**config.mk**
```make
export PLATFORM = sky130hd
export DESIGN_NAME = rattc_ram
export DESIGN_NICKNAME = d
export VERILOG_FILES = /design/src/sv/recent_address_ttl_cache_top_assert.svh /design/src/sv/rattc_ram.sv
export SDC_FILE = /design/constraint.sdc
export NUM_CORES = 1
export LEC_CHECK = 0
export ABC_CLOCK_PERIOD_IN_PS = 900
export BUFFER_PORTS_ARGS = -buffer_cell sky130_fd_sc_hd__buf_2
export CORE_MARGIN = 1.5
export CORE_UTILIZATION = 45
export DETAILED_ROUTE_END_ITERATION = 10
export GPL_ROUTABILITY_DRIVEN = 1
export GPL_TIMING_DRIVEN = 0
export PLACE_DENSITY_LB_ADDON = 0.1
export SETUP_SLACK_MARGIN = 0.1
export SYNTH_ARGS = -nofsm -noshare
export SYNTH_HDL_FRONTEND = slang
export SYNTH_SLANG_ARGS = --single-unit
```
**constraint.sdc**
```tcl
create_clock -name clk_i -period 0.9 [get_ports clk_i]
set_input_delay 0.09 -clock clk_i [delete_from_list [all_inputs] [get_ports clk_i]]
set_output_delay 0.09 -clock clk_i [all_outputs]
set_load 0.02 [all_outputs]
```
**src/sv/recent_address_ttl_cache_top_assert.svh**
```systemverilog
// Concurrent assertion helpers, clocked on clk_i and held off during reset.
`ifndef RECENT_ADDRESS_TTL_CACHE_TOP_ASSERT_SVH
`define RECENT_ADDRESS_TTL_CACHE_TOP_ASSERT_SVH

`ifndef SYNTHESIS
`define RATTC_ASSERT(lbl, prop, msg) \
  lbl: assert property (@(posedge clk_i) disable iff (!rst_ni) (prop)) else $error(msg);
`define RATTC_ASSERT_NEVER(lbl, cond, msg) \
  lbl: assert property (@(posedge clk_i) disable iff (!rst_ni) !(cond)) else $error(msg);
`else
`define RATTC_ASSERT(lbl, prop, msg)
`define RATTC_ASSERT_NEVER(lbl, cond, msg)
`endif

`endif

```
**src/sv/rattc_ram.sv**
```systemverilog
module rattc_ram #(
  parameter int unsigned WIDTH = 8,
  parameter int unsigned DEPTH = 2
) (
  input  logic                     clk_i,
  input  logic                     en_i,
  input  logic                     we_i,
  input  logic [$clog2(DEPTH)-1:0] addr_i,
  input  logic [WIDTH-1:0]         wdata_i,
  output logic [WIDTH-1:0]         rdata_o
);

  logic [WIDTH-1:0] mem_q [DEPTH];
  logic [WIDTH-1:0] rdata_q;

  always_ff @(posedge clk_i) begin
    if (en_i) begin
      if (we_i) begin
        mem_q[addr_i] <= wdata_i;
      end else begin
        rdata_q <= mem_q[addr_i];
      end
    end
  end

  assign rdata_o = rdata_q;

endmodule

```
* Word level (Yosys, flattened, before mapping)
Memories as Yosys holds them, arrays and structs flattened. A register that Yosys moved wholly into a read port is not among the register bits.
Index checks and enable logic that the tools add are counted.
** Cells by class
- Mux-type cells :: 3
- Bitwise logic cells :: 1
- Reduce and logical (&&, ||, !) cells :: 1
** Operators by type and width (number)
- $mux W1 :: 3
- $reduce_and A2 Y1 :: 1
- $not A1 Y1 :: 1
** Word-level totals
- Bits in registers :: 0
- Bits in writable memories :: 16
- Output and inout port bits :: 8
- Logic and storage cells :: 6
- Memories :: 1
** Memory list
- mem_q :: words 2, bits a word 8, read ports 1, clocked after Yosys merged registers in 1, wr ports 1, RTL line rattc_ram.sv:13 : logic [WIDTH-1:0] mem_q [DEPTH];

* Longest topological paths before layout
- Depth in word-level cells :: 3
- Mapped depth :: 2
- Gate-level depth less buffers :: 1

* Worst setup path before layout
Ideal clock, no wire load.
- Kind :: input -> register
- Start :: input port en_i
- End :: register rdata_q[0] (netlist: rdata_o[0]) (read register of mem_q) (enable)
- Arrival time :: 510 ps
- Data required time :: 527 ps
- Setup slack :: 17 ps
- Cell stages on the path :: 1
- Buffers on the path :: 0
- Cell sequence :: nor2b_1
** Between the ends
- Longest elaborated chain between the ends :: 1
** RTL lines
- start: declaration :: RTL line rattc_ram.sv:6 : input logic en_i,
- $reduce_and A2 Y1 (no line)
- end: declaration :: RTL line rattc_ram.sv:14 : logic [WIDTH-1:0] rdata_q;
Every way passes these cells.

* Worst setup path after layout
- Start :: register rdata_q[2] (netlist: rdata_o[2]) (read register of mem_q)
- End :: output port rdata_o[2]
** RTL lines
- end: declaration :: RTL line rattc_ram.sv:10 : output logic [WIDTH-1:0] rdata_o
No word-level cell between the ends.

==> reports/qor.yml <==
cts_sinks: 24
yosys_warnings: 0
layout_setup_ws_ns: -0.0532
slew_headroom_pct: 72.2
fmax_ghz: 1.05
htreeDepth: 1
path_buf_inv: 1
postRouteAntennaNets: 0
setup_viol: 8
grt_pass1_vias: 436
worstPathCellList: "buf_6"
power_density_mw_per_mm2: 1880
critPathLaunchType: "register"
ys_seq_area_share_pct: 82.3
vias: 415
critical_path.max_stage_delay_ns: 0.41
track_usage_pct: 12.4
dpl.cell_count: 79
critical-path-top-delay-family: "flip-flops"
dieArea_mm2: 0.00222
wl_per_cell_um: 13.2
rsz0062_at_grt: "true"
r2r-end: "rdata_o[6]"
root_buffer: "clkbuf_4"
drt_first_pass_iters: 3
antenna_found_initial: 0
totalWireLength_um: 1200
cts_setup_buffers: 0
hp-class: "input pin to register"
gp_congestion: 0.623
avgSynthCellArea_um2: 24.3
r2r_cells: 1
hold_start: "addr_i"
hold_violations: 0
end_kind: "primary output"
netlist_instances: 36
start_util_pct: 49.1
die_h_um: 47.1
arrival_ns: 0.86
rr_startpoint: "mem_q[0][6]"
ioPinCount: 20
rows: 15
utilization_pct: 66.5
syn2layout_area_growth_pct: 35.3
cts_tree: "done"
antennaDiodeCount: 0
grt_max_degree: 15
fin_crit_sh_pct: 106
drive_gt1_share_pct: 51.5
cp_slowest_cell: "edfxtp_1"
cts_made_buffers: 3
syn_area_um2: 876
final_cell_count_no_fill: 91
yosys.cell_types.count: 6
outcome: "finished, violations left"
ys_seq_elements: 24
overflow: 0
final_common_cell: "edfxtp_1"
path_max_fanout: 1
drc: 0
clkTransAtPathRegs_ns: 0.12
clock_latency_ns: 0.30
clockBufferDepth: 2
finalCriticalPeriod_ns: 0.953
power.leakage_uw: 0.000459
synth_nets: 48
final_nets: 79
coreArea_mm2: 0.00178
r2r_slack_ns: 0
peakVddDrop_v: 0.00155
violations: "negative setup slack"
required_ns: 0.81
finClkSkew_ns: 0.000985
critPathKind: "register to primary output"
cap_viol_max_count: 0
vias_per_cell: 4.56
final_cell_mix: "edfxtp_1 (24), buf_2 (11), mux2_4 (8), dlygate4sd3_1 (8), buf_6 (7)"
portBuffers: 18
tightest_slew_ns: 0.415
min_to: "rdata_o[2]"
drt_iter0_markers: 1
slew_violations: 0
holdPathStages: 2
grt_pass1_wl_um: 1780
die_x_um: 47.1
per-stage QoR:
| step | setup TNS (ns) | hold slack (ns) | cell area [um2] | total power, uW | worst slack, ns |
|---|---|---|---|---|---|
| floorplan | 0 | 0.189 | 887 | 1410 | 0.0496 |
| global placement | 0 | 0.277 | 1010 | 1450 | 0.0141 |
| detailed placement | -0.191 | 0.283 | 1010 | 1460 | -0.0185 |
| CTS | -0.411 | 0.138 | 1140 | 2230 | -0.0686 |
| global route | -0.724 | 0.139 | 1180 | 2300 | -0.113 |
| finish | -0.313 | 0.146 | 1180 | 2220 | -0.0532 |
kinds of logic after synthesis:
logic type | after synthesis | synth area share, %
flops | 24 | 82.3
mux | 8 | 13.7
simple gates | 3 | 2.72
buf+inv | 1 | 1.29
what timing repair did:
action | in CTS | in global routing
hold endpoints to repair | 16 | 0
pin swaps | 0 | 0
hold buffers | 8 | 0
setup endpoints to repair | 16 | 16
gates resized for setup | 0 | 14
layer usage:
layer | GRT usage [%] | up-vias | part of all wire, %
met4 | 5.00 | 0 | 0
met3 | 2.31 | 0 | 3.3
met1 | 13.6 | 197 | 40
li1 | - | 203 | -
met5 | 0 | - | 0
met2 | 23.3 | 15 | 57
worst max-delay path by stage:
stage | from | endpoint | slack [ns] | cells past startpoint
final | rdata_o[2] | rdata_o[2] | -0.05 | 1
after global routing | rdata_o[0] | rdata_o[0] | -0.11 | 1
after CTS | rdata_o[0] | rdata_o[0] | -0.07 | 1
after detailed placement | en_i | rdata_o[0] | -0.02 | 2
after global placement | addr_i | mem_q[0][0] | 0.01 | 2
after floorplan | mem_q[0][0] | rdata_o[0] | 0.05 | 1
sequential cells by signal (all words and copies together) (netlist names):
signal   count
mem_q       16
rdata_o      8
Yosys cell counts (all sizes together):
library cell / count / share of area [%]
edfxtp: 24 / 82
mux2: 8 / 14
and3: 1 / 0.86
nor2b: 1 / 0.71
and3b: 1 / 1.1
buf: 1 / 1.3
layout make-up:
cell class | instances | area (um2)
sequential | 24 | 721
fill | 130 | 598
timing repair buffer | 26 | 214
multi-input combinational | 11 | 146
tap | 25 | 31.3
clock inverter | 1 | 30.0
clock buffer | 3 | 22.5
buffer | 1 | 20.0
power by group:
part           switching (uW)  internal [uW]  leakage, uW
Combinational            68.2            109     0.000209
Sequential               14.4           1290     0.000222
Clock                     298            450    0.0000279
Note: power is estimated with default switching activity, not from simulation.
