## config.mk

```make
export PLATFORM = sky130hd
export DESIGN_NAME = rattc_mix
export DESIGN_NICKNAME = d
export VERILOG_FILES = /design/src/sv/recent_address_ttl_cache_top_assert.svh /design/src/sv/rattc_pkg.sv /design/src/sv/rattc_mix.sv
export SDC_FILE = /design/constraint.sdc
export NUM_CORES = 1
export LEC_CHECK = 0
export BUFFER_PORTS_ARGS = -buffer_cell sky130_fd_sc_hd__buf_4
export CORE_AREA = 2 2 168 170
export CTS_BUF_LIST = sky130_fd_sc_hd__clkbuf_16
export DETAILED_ROUTE_END_ITERATION = 12
export DIE_AREA = 0 0 170 172
export GPL_TIMING_DRIVEN = 0
export SLEW_MARGIN = 0
export SYNTH_ARGS = -nofsm -noshare
export SYNTH_HDL_FRONTEND = slang
export SYNTH_SLANG_ARGS = --single-unit
```

## constraint.sdc

```tcl
create_clock -name clk_i -period 7.7 [get_ports clk_i]
set_clock_uncertainty 0.05 [all_clocks]
set_input_delay 1.155 -clock clk_i [delete_from_list [all_inputs] [get_ports clk_i]]
set_output_delay 1.155 -clock clk_i [all_outputs]
set_load 0.05 [all_outputs]
```

## src/sv/recent_address_ttl_cache_top_assert.svh

```systemverilog
// Concurrent assertion helpers, clocked on clk_i and held off during reset.
`ifndef RECENT_ADDRESS_TTL_CACHE_TOP_ASSERT_SVH
`define RECENT_ADDRESS_TTL_CACHE_TOP_ASSERT_SVH

`ifndef SYNTHESIS
`define RATTC_ASSERT(lbl, prop, msg) \
  lbl: assert property (@(posedge clk_i) disable iff (!rst_ni) (prop)) else $error(msg);
`define RATTC_ASSERT_NEVER(lbl, cond, msg) \
  lbl: assert property (@(posedge clk_i) disable iff (!rst_ni) !(cond)) else $error(msg);
`else
`define RATTC_ASSERT(lbl, prop, msg)
`define RATTC_ASSERT_NEVER(lbl, cond, msg)
`endif

`endif

```

## src/sv/rattc_pkg.sv

```systemverilog
package rattc_pkg;

  localparam int unsigned ADDR_W = 24;
  localparam int unsigned TIME_W = 32;
  localparam int unsigned TTL_W  = 16;
  localparam int unsigned HASH_W = 32;
  localparam int unsigned SLOT_W = ADDR_W + TIME_W;

  localparam int unsigned CACHE_ENTRIES_DEF = 1024;

  localparam logic [HASH_W-1:0] MIX_MULT  = 32'h045d_9f3b;
  localparam logic [TTL_W-1:0]  TTL_RESET = 16'd60;

  typedef enum logic {
    MODE_RECORD = 1'b0,
    MODE_LOOKUP = 1'b1
  } mode_e;

  typedef enum logic [2:0] {
    ST_CLEAR,
    ST_IDLE,
    ST_MIX1,
    ST_MIX2,
    ST_ACCESS,
    ST_READ,
    ST_DONE
  } state_e;

  typedef struct packed {
    logic load;
    logic step;
  } mix_ctrl_t;

endpackage

```

## src/sv/rattc_mix.sv

```systemverilog
module rattc_mix (
  input  logic                           clk_i,
  input  rattc_pkg::mix_ctrl_t           ctrl_i,
  input  logic [rattc_pkg::ADDR_W-1:0]   addr_i,
  output logic [rattc_pkg::HASH_W-1:0]   hash_o
);
  import rattc_pkg::*;

  logic [HASH_W-1:0] x_q, x_d;
  logic [HASH_W-1:0] folded;

  // xor-shift-16 fold, shared by each round and the final step
  assign folded = x_q ^ (x_q >> 16);

  always_comb begin
    x_d = x_q;
    if (ctrl_i.load) begin
      x_d = {{(HASH_W-ADDR_W){1'b0}}, addr_i};
    end else if (ctrl_i.step) begin
      x_d = folded * MIX_MULT;  // mod 2^32
    end
  end

  always_ff @(posedge clk_i) begin
    x_q <= x_d;
  end

  assign hash_o = folded;

endmodule

```

# ---- Word-level counts from Yosys, hierarchy flattened
# Cells that the tools add are included.
# Widths: inputs -> output; s select.
dict set report word_totals {
  out_inout_bits 32
  elab_cells 7
  ff_bits 32
}
dict set report op_classes {
  n_reduce_logical 1
  multipliers 1
  muxes 2
  bitwise 1
}
# op count
set op_table {}
lappend op_table {{$mux 24} 2}
lappend op_table {{$mul 32x27->32 const B} 1}
lappend op_table {{$xor 32x16->32} 1}
lappend op_table {{$reduce_bool 2->1} 1}

# ---- Longest topological paths before layout
# Gate-level depths: netlist (run 1).
dict set report depth {
  word_depth 4
  depth_mapped 26
  ltp_nobuf 25
}

# ---- Worst setup path before layout (run 1)
# OpenSTA, ideal clock, no wires.
dict set report synth_timing {
  kind {flip-flop to flip-flop}
  start {register x_q[16]}
  end {register x_q[20] (data pin)}
  arrival_ps 7160
  required_ps 7515
  setup_slack_ps 355
  path_stages_with_launch 23
  synth_period_minus_slack_ps 7345
  cell_sequence {edfxtp_1 > xor2_1 > ha_1 > ha_1 > or2_2 > ha_1 > inv_1 > fa_1 > inv_1 > ha_1 > fa_1 > inv_1 > fa_1 > fa_1 > inv_1 > ha_1 > a2111oi_0 > nand2_1 > a21oi_2 > o21ai_1 > a21oi_1 > or4b_1 > nand3_1}
}
dict set report synth_via {
  elab_chain_len 4
}
# item line
set synth_lines {}
lappend synth_lines {{start, declared} rattc_mix.sv:9} ;# logic [HASH_W-1:0] x_q, x_d;
lappend synth_lines {{start signal, assigned} rattc_mix.sv:25} ;# x_q <= x_d;
lappend synth_lines {{$xor 32x16->32} rattc_mix.sv:13} ;# assign folded = x_q ^ (x_q >> 16);
lappend synth_lines {{via hash_o (one bit)} rattc_mix.sv:5} ;# output logic [rattc_pkg::HASH_W-1:0] hash_o
lappend synth_lines {{$mul 32x27->32} rattc_mix.sv:20} ;# x_d = folded * MIX_MULT;
lappend synth_lines {{$mux 24} rattc_mix.sv:19} ;# end else if (ctrl_i.step) begin
lappend synth_lines {{$mux 24} rattc_mix.sv:17} ;# if (ctrl_i.load) begin
lappend synth_lines {{via x_d[20]} rattc_mix.sv:9}
# The timed path passes the listed nets, and every way through them passes these cells. The select of a mux whose other input is x is not followed.
# A chain may end at the register's enable or synchronous reset.

# ---- Worst setup path in the final report (run 1)
dict set report layout_timing {
  start {register x_q[16]}
  end {register x_q[31]}
}
dict set report layout_via {
  elab_chain_len 2
}
# item line
set layout_lines {}
lappend layout_lines {{$xor 32x16->32} rattc_mix.sv:13}
lappend layout_lines {{$mul 32x27->32} rattc_mix.sv:20}
# Every way passes these cells.

==> qor.yml, run 1 <==
synthesis:
  post-synth-top-area-cell: "fa_1"
  synth_cells: 1136
  syn-num-nets: 1532
  ys_seq_elements: 32
  ys_seq_area_share_pct: 8.13
  syn_area_per_cell_um2: 9.53
  synthTopCellsByArea: "fa_1 39%, ha_1 18%, inv_1 15%"
  yosysUniqueCellTypes: 57
  synth_edf_count: 24
  async_flop_share_pct: 0
  yosysTopAreaCellShare_pct: 39.4
  ys.flop_type: "edfxtp_1"
  yosysWarnings: 0
  syn_area_um2: 10800
finish:
  largest_reg_flops: 32
  diodes: 0
  final_area_um2: 12000
  largest_register: "x_q"
  reg_top3: "x_q: 32 flops"
  drive_above_1_share_pct: 10.5
  area_delta_synth_final_pct: 11.0
  nets: 1602
critical_path:
  cpPeakStageDelay_ns: 0.61
  crit_path_start_kind: "register"
  cp_top_family: "adder cells"
  path_max_fanout: 14
  endpoint_kind: "register"
  slowest_stage: "fa_1"
  worst-path-buf-inv: 5
  worstSetupPathType: "reg -> reg"
  cp.arrival_ns: 7.50
  cpMostUsedCell: "ha_1"
  required_ns: 7.87
timing:
  worst_slew_pin_slew_ns: 1.06
  report.final.slew_viol_count: 0
  finalSetupViolCount: 0
  max_slew_margin_pct: 29.4
  period_share_pct: 95.1
  hold_viol: 0
  finalCriticalPeriod_ns: 7.32
  fmaxAchievable_mhz: 137
  rsz0062_at_grt: "false"
floorplanning:
  die_w_um: 170
  row_count: 61
  dieArea_um2: 29200
  coreArea_um2: 27500
  start_util_pct: 39.4
  pin_count: 59
  fp.dieH_um: 172
drt:
  wl_um: 29100
  ant_nets: 0
  drc_errors: 0
  vias: 7271
  drt_iter0_drc: 412
  vias_per_cell: 4.68
  avgRoutedWirePerCell_um: 18.7
  drt_first_pass_iters: 4
place:
  hpwl_um: 26100
  gp_congestion: 0.946
  io_buffers: 57
  dpl_cell_area_um2: 11700
cts:
  clockBufferDepth: 2
  cts_sinks: 32
  cts-buffers-inserted: 5
  clk_pin_slew_worst_paths_ns: 0.06
  clk_latency_ns: 0.29
  cts.htree.levels: 2
  cts_root_buf: "clkbuf_16"
  tritoncts: "built"
global_routing:
  gr-total-overflow: 0
  grt_pass1_vias: 7937
  grt_util_all_layers_pct: 21.3
  grt_pass1_wl_um: 45500
  grt_max_degree: 26
  grt_antenna_before_repair: 0
outcome:
  outcome: "completed"
run:
  max_cap_viol_count: 0
worst_hold_path:
  min_path_type: "reg -> reg"
==> area by class of cell <==
type / instances / area (µm²)
inverters: 434 / 1630
repair buffers: 63 / 480
fillers: 2692 / 15500
clock inverters: 3 / 37.5
plain buffers: 23 / 174
flip-flops and latches: 32 / 882
well taps: 346 / 433
clock buffers: 5 / 125
multi-input cells: 647 / 8260
==> cell usage after synthesis (6+ instances only) <==
master	count
nor2_1	14
and3_1	6
o21ai_1	7
a21oi_1	16
dfxtp_1	8
edfxtp_1	24
inv_1	434
nand3_1	6
o21ai_0	20
xor2_1	30
mux2_2	6
nand2_1	40
xnor2_1	54
ha_1	156
buf_4	16
fa_1	213
nand2b_1	9
a21o_1	7
==> worst paths after layout <==
kind / cells past startpoint / to / slack, ns / from
worst max-delay path: 25 / x_q[31] / 0.38 / x_q[16]
worst min-delay path: 2 / x_q[31] / 0.51 / x_q[31]
worst max register to register: 25 / x_q[31] / 0.38 / x_q[16]
worst min register to register: 2 / x_q[31] / 0.51 / x_q[31]
==> kinds of logic after synthesis <==
family,Yosys count,share of synthesized area [%]
flip-flops,32,8.13
adder cells (fa/ha/maj),369,57.4
XOR/XNOR,85,6.94
multiplexers,7,0.716
buffers and inverters,457,16.6
AO/OA/AOI/OAI,90,5.77
AND/OR/NAND/NOR,96,4.39
==> per-layer routing <==
metal / wire length (µm) / global-route usage [%]
met1: 13600 / 30.6
met5: 0 / 0
met2: 13800 / 35.3
met3: 1200 / 1.85
met4: 482 / 4.53
==> cell usage in the layout, fill, tap and decap left out, drive strengths merged, types with 2 or more instances in the layout <==
| master | n |
|---|---|
| a21o | 8 |
| nor2 | 14 |
| nand2b | 9 |
| a211oi | 5 |
| o21ai | 29 |
| a21oi | 20 |
| o21a | 4 |
| or4b | 2 |
| clkbuf | 11 |
| ha | 156 |
| and3 | 6 |
| nor3 | 2 |
| fa | 213 |
| nand2 | 40 |
| a2111oi | 2 |
| xnor2 | 55 |
| buf | 80 |
| a31oi | 2 |
| a211o | 4 |
| edfxtp | 24 |
| inv | 434 |
| o211ai | 2 |
| clkinv | 2 |
| mux2 | 6 |
| o21bai | 2 |
| xor2 | 30 |
| nand3 | 8 |
| and2 | 3 |
| dfxtp | 8 |
| or3 | 4 |
| o31ai | 6 |
| or2 | 3 |
==> timing repair <==
action | CTS | global route
pin swaps | 0 | 0
gates resized for setup | 3 | 12
hold buffers | 0 | 0
gates cloned | 0 | 0
buffers inserted | 0 | 5
setup endpoints to repair | 2 | 10
==> metrics by stage <==
step	instances	setup WS, ns	hold slack [ns]	utilization [%]	setup TNS [ns]
floorplan	1136	0.355	0.424	-	0
global placement	1539	-0.862	0.505	42.5	-7.78
detailed placement	1540	-0.0769	0.498	42.6	-0.130
CTS	1548	0.0141	0.513	43.3	0
global route	1553	0.00705	0.543	43.7	0
finish	1553	0.377	0.512	43.7	0
==> tightest hold or removal path, stage by stage (launching register included) <==
cell,delay (ns)
dfxtp_1,0.37
nand2_1,0.08
o21ai_1,0.06
Power of run 1 is not shown: default switching activity piles up to over one toggle a cycle in this logic, so the estimate is an artifact.
==> inputs of run 2 (changes only) <==
--- a/config.mk
+++ b/config.mk
@@ -6,10 +6,10 @@
 export NUM_CORES = 1
 export LEC_CHECK = 0
 export BUFFER_PORTS_ARGS = -buffer_cell sky130_fd_sc_hd__buf_4
-export CORE_AREA = 2 2 168 170
+export CORE_AREA = 2 2 160 178
 export CTS_BUF_LIST = sky130_fd_sc_hd__clkbuf_16
 export DETAILED_ROUTE_END_ITERATION = 12
-export DIE_AREA = 0 0 170 172
+export DIE_AREA = 0 0 162 180
 export GPL_TIMING_DRIVEN = 0
 export SLEW_MARGIN = 0
 export SYNTH_ARGS = -nofsm -noshare
==> run 2 against run 1 <==
  * Via count rose by 0.30%
  * Routed wire length barely moved
  * Setup slack got worse by 0.088 ns
  * Largest cell class unchanged
  * Hold slack improved by 0.044 ns
  * Die area fell by 0.27%
  * Highest routed layer unchanged
  * Clock-buffer cell count did not move
  * Sequential cell count did not move
==> qor.yml, run 2 (synthesis results as in run 1) <==
outcome:
  outcome: "completed"
finish:
  area_delta_synth_final_pct: 11.3
  largest_register: "x_q"
  reg_top3: "x_q: 32 flops"
  layout_commonest_cell: "inv_1"
  largest_reg_flops: 32
  nets: 1603
  mostFrequentLayoutCells: "434 x inv_1, 213 x fa_1, 156 x ha_1"
  diodes: 0
  drive_above_1_share_pct: 10.8
critical_path:
  required_ns: 7.83
  rr_worst_depth: 25
  worstSetupPathType: "reg -> reg"
  cpPeakStageDelay_ns: 0.57
  path_max_fanout: 7
  cpMostUsedCell: "inv_1"
  timing.rr.start: "x_q[8]"
  slowest_stage: "fa_1"
  cp.arrival_ns: 7.54
  regToRegSetupSlack_ns: 0.29
  crit_path_start_kind: "register"
  endpoint_kind: "register"
  reg2reg_to: "x_q[31]"
timing:
  period_share_pct: 96.2
  finalSetupViolCount: 0
  worst_slew_pin_slew_ns: 1.15
  hold_viol: 0
  tns_ns: 0
  finalCriticalPeriod_ns: 7.41
  fmaxAchievable_mhz: 135
  max_slew_margin_pct: 23.2
  report.final.slew_viol_count: 0
drt:
  avgRoutedWirePerCell_um: 18.5
  vias_per_cell: 4.64
  ant_nets: 0
  vias: 7293
  drt_iter0_drc: 392
  wl_um: 29100
  drt_first_pass_iters: 5
  drc_errors: 0
worst_hold_path:
  min-delay-start: "x_q[31]"
  hold_depth: 2
  min_path_type: "reg -> reg"
  min_to: "x_q[31]"
global_routing:
  gr-total-overflow: 0
  grt_max_degree: 26
  grt_pass1_vias: 8037
  top_usage_layer: "met2"
  grt_util_all_layers_pct: 21.3
  grtUsageMet1_pct: 29.3
  grt_antenna_before_repair: 0
  grt_pass1_wl_um: 45800
  use_met3_pct: 2.28
  globalRouteMet2Util_pct: 35.9
floorplanning:
  dieArea_um2: 29200
  start_util_pct: 39.5
  coreArea_um2: 27400
  fp.dieH_um: 180
  pin_count: 59
  row_count: 64
  die_w_um: 162
cts:
  cts.htree.levels: 2
  cts-buffers-inserted: 5
  cts_sinks: 32
  clk_pin_slew_worst_paths_ns: 0.06
  clockBufferDepth: 2
  cts_root_buf: "clkbuf_16"
  clk_latency_ns: 0.29
  tritoncts: "built"
place:
  io_buffers: 57
  hpwl_um: 26000
  gp_congestion: 0.964
run:
  max_cap_viol_count: 0
==> run 2: final cells by class <==
class                           count  area (µm²)
Buffer                             23         174
Clock buffer                        5         125
Clock inverter                      3        42.5
Fill cell                        2710       15300
Inverter                          434        1630
Multi-Input combinational cell    647        8260
Sequential cell                    32         883
Tap cell                          363         454
Timing Repair Buffer               64         488
==> run 2: layer usage <==
layer	vias up	wire, µm
met5	-	0
met3	28	1400
li1	3445	-
met1	3644	12700
met4	0	457
met2	176	14500
==> run 2: stage by stage <==
step | instance area [µm²] | setup slack, ns | utilization (%) | hold WS [ns] | std cells
6_report | 12100 | 0.290 | 44.0 | 0.556 | 1571
2_1_floorplan | 10800 | 0.355 | - | 0.424 | 1136
3_3_place_gp | 11700 | -0.932 | 42.8 | 0.517 | 1556
4_1_cts | 11900 | 0.0000462 | 43.5 | 0.532 | 1565
3_5_place_dp | 11700 | -0.0299 | 42.8 | 0.522 | 1557
5_1_grt | 12100 | -0.00659 | 44.0 | 0.576 | 1571
==> run 2: how the worst max path moves through the flow <==
stage	startpoint	endpoint	depth (start not counted)
after floorplan	x_q[16]	x_q[20]	22
after global placement	x_q[16]	x_q[30]	22
after detailed placement	x_q[21]	x_q[30]	23
after CTS	x_q[22]	x_q[31]	23
after global routing	x_q[8]	x_q[31]	25
final	x_q[8]	x_q[31]	25
==> run 2: timing repair <==
item | CTS | global route
hold buffers | 0 | 0
resized for setup | 2 | 14
endpoints found under the setup margin | 3 | 9
buffers inserted | 0 | 6
==> run 2: worst max-delay path: cells and delay by family, from the launching register on <==
family                   cells  cell delay (ns)
adder cells (fa/ha/maj)      8             3.64
XOR/XNOR                     2             0.42
AND/OR/NAND/NOR              1             0.17
flip-flops                   1             0.50
buffers and inverters        6             0.52
AO/OA/AOI/OAI                8             1.99
Power of run 2 is left out for the same reason.
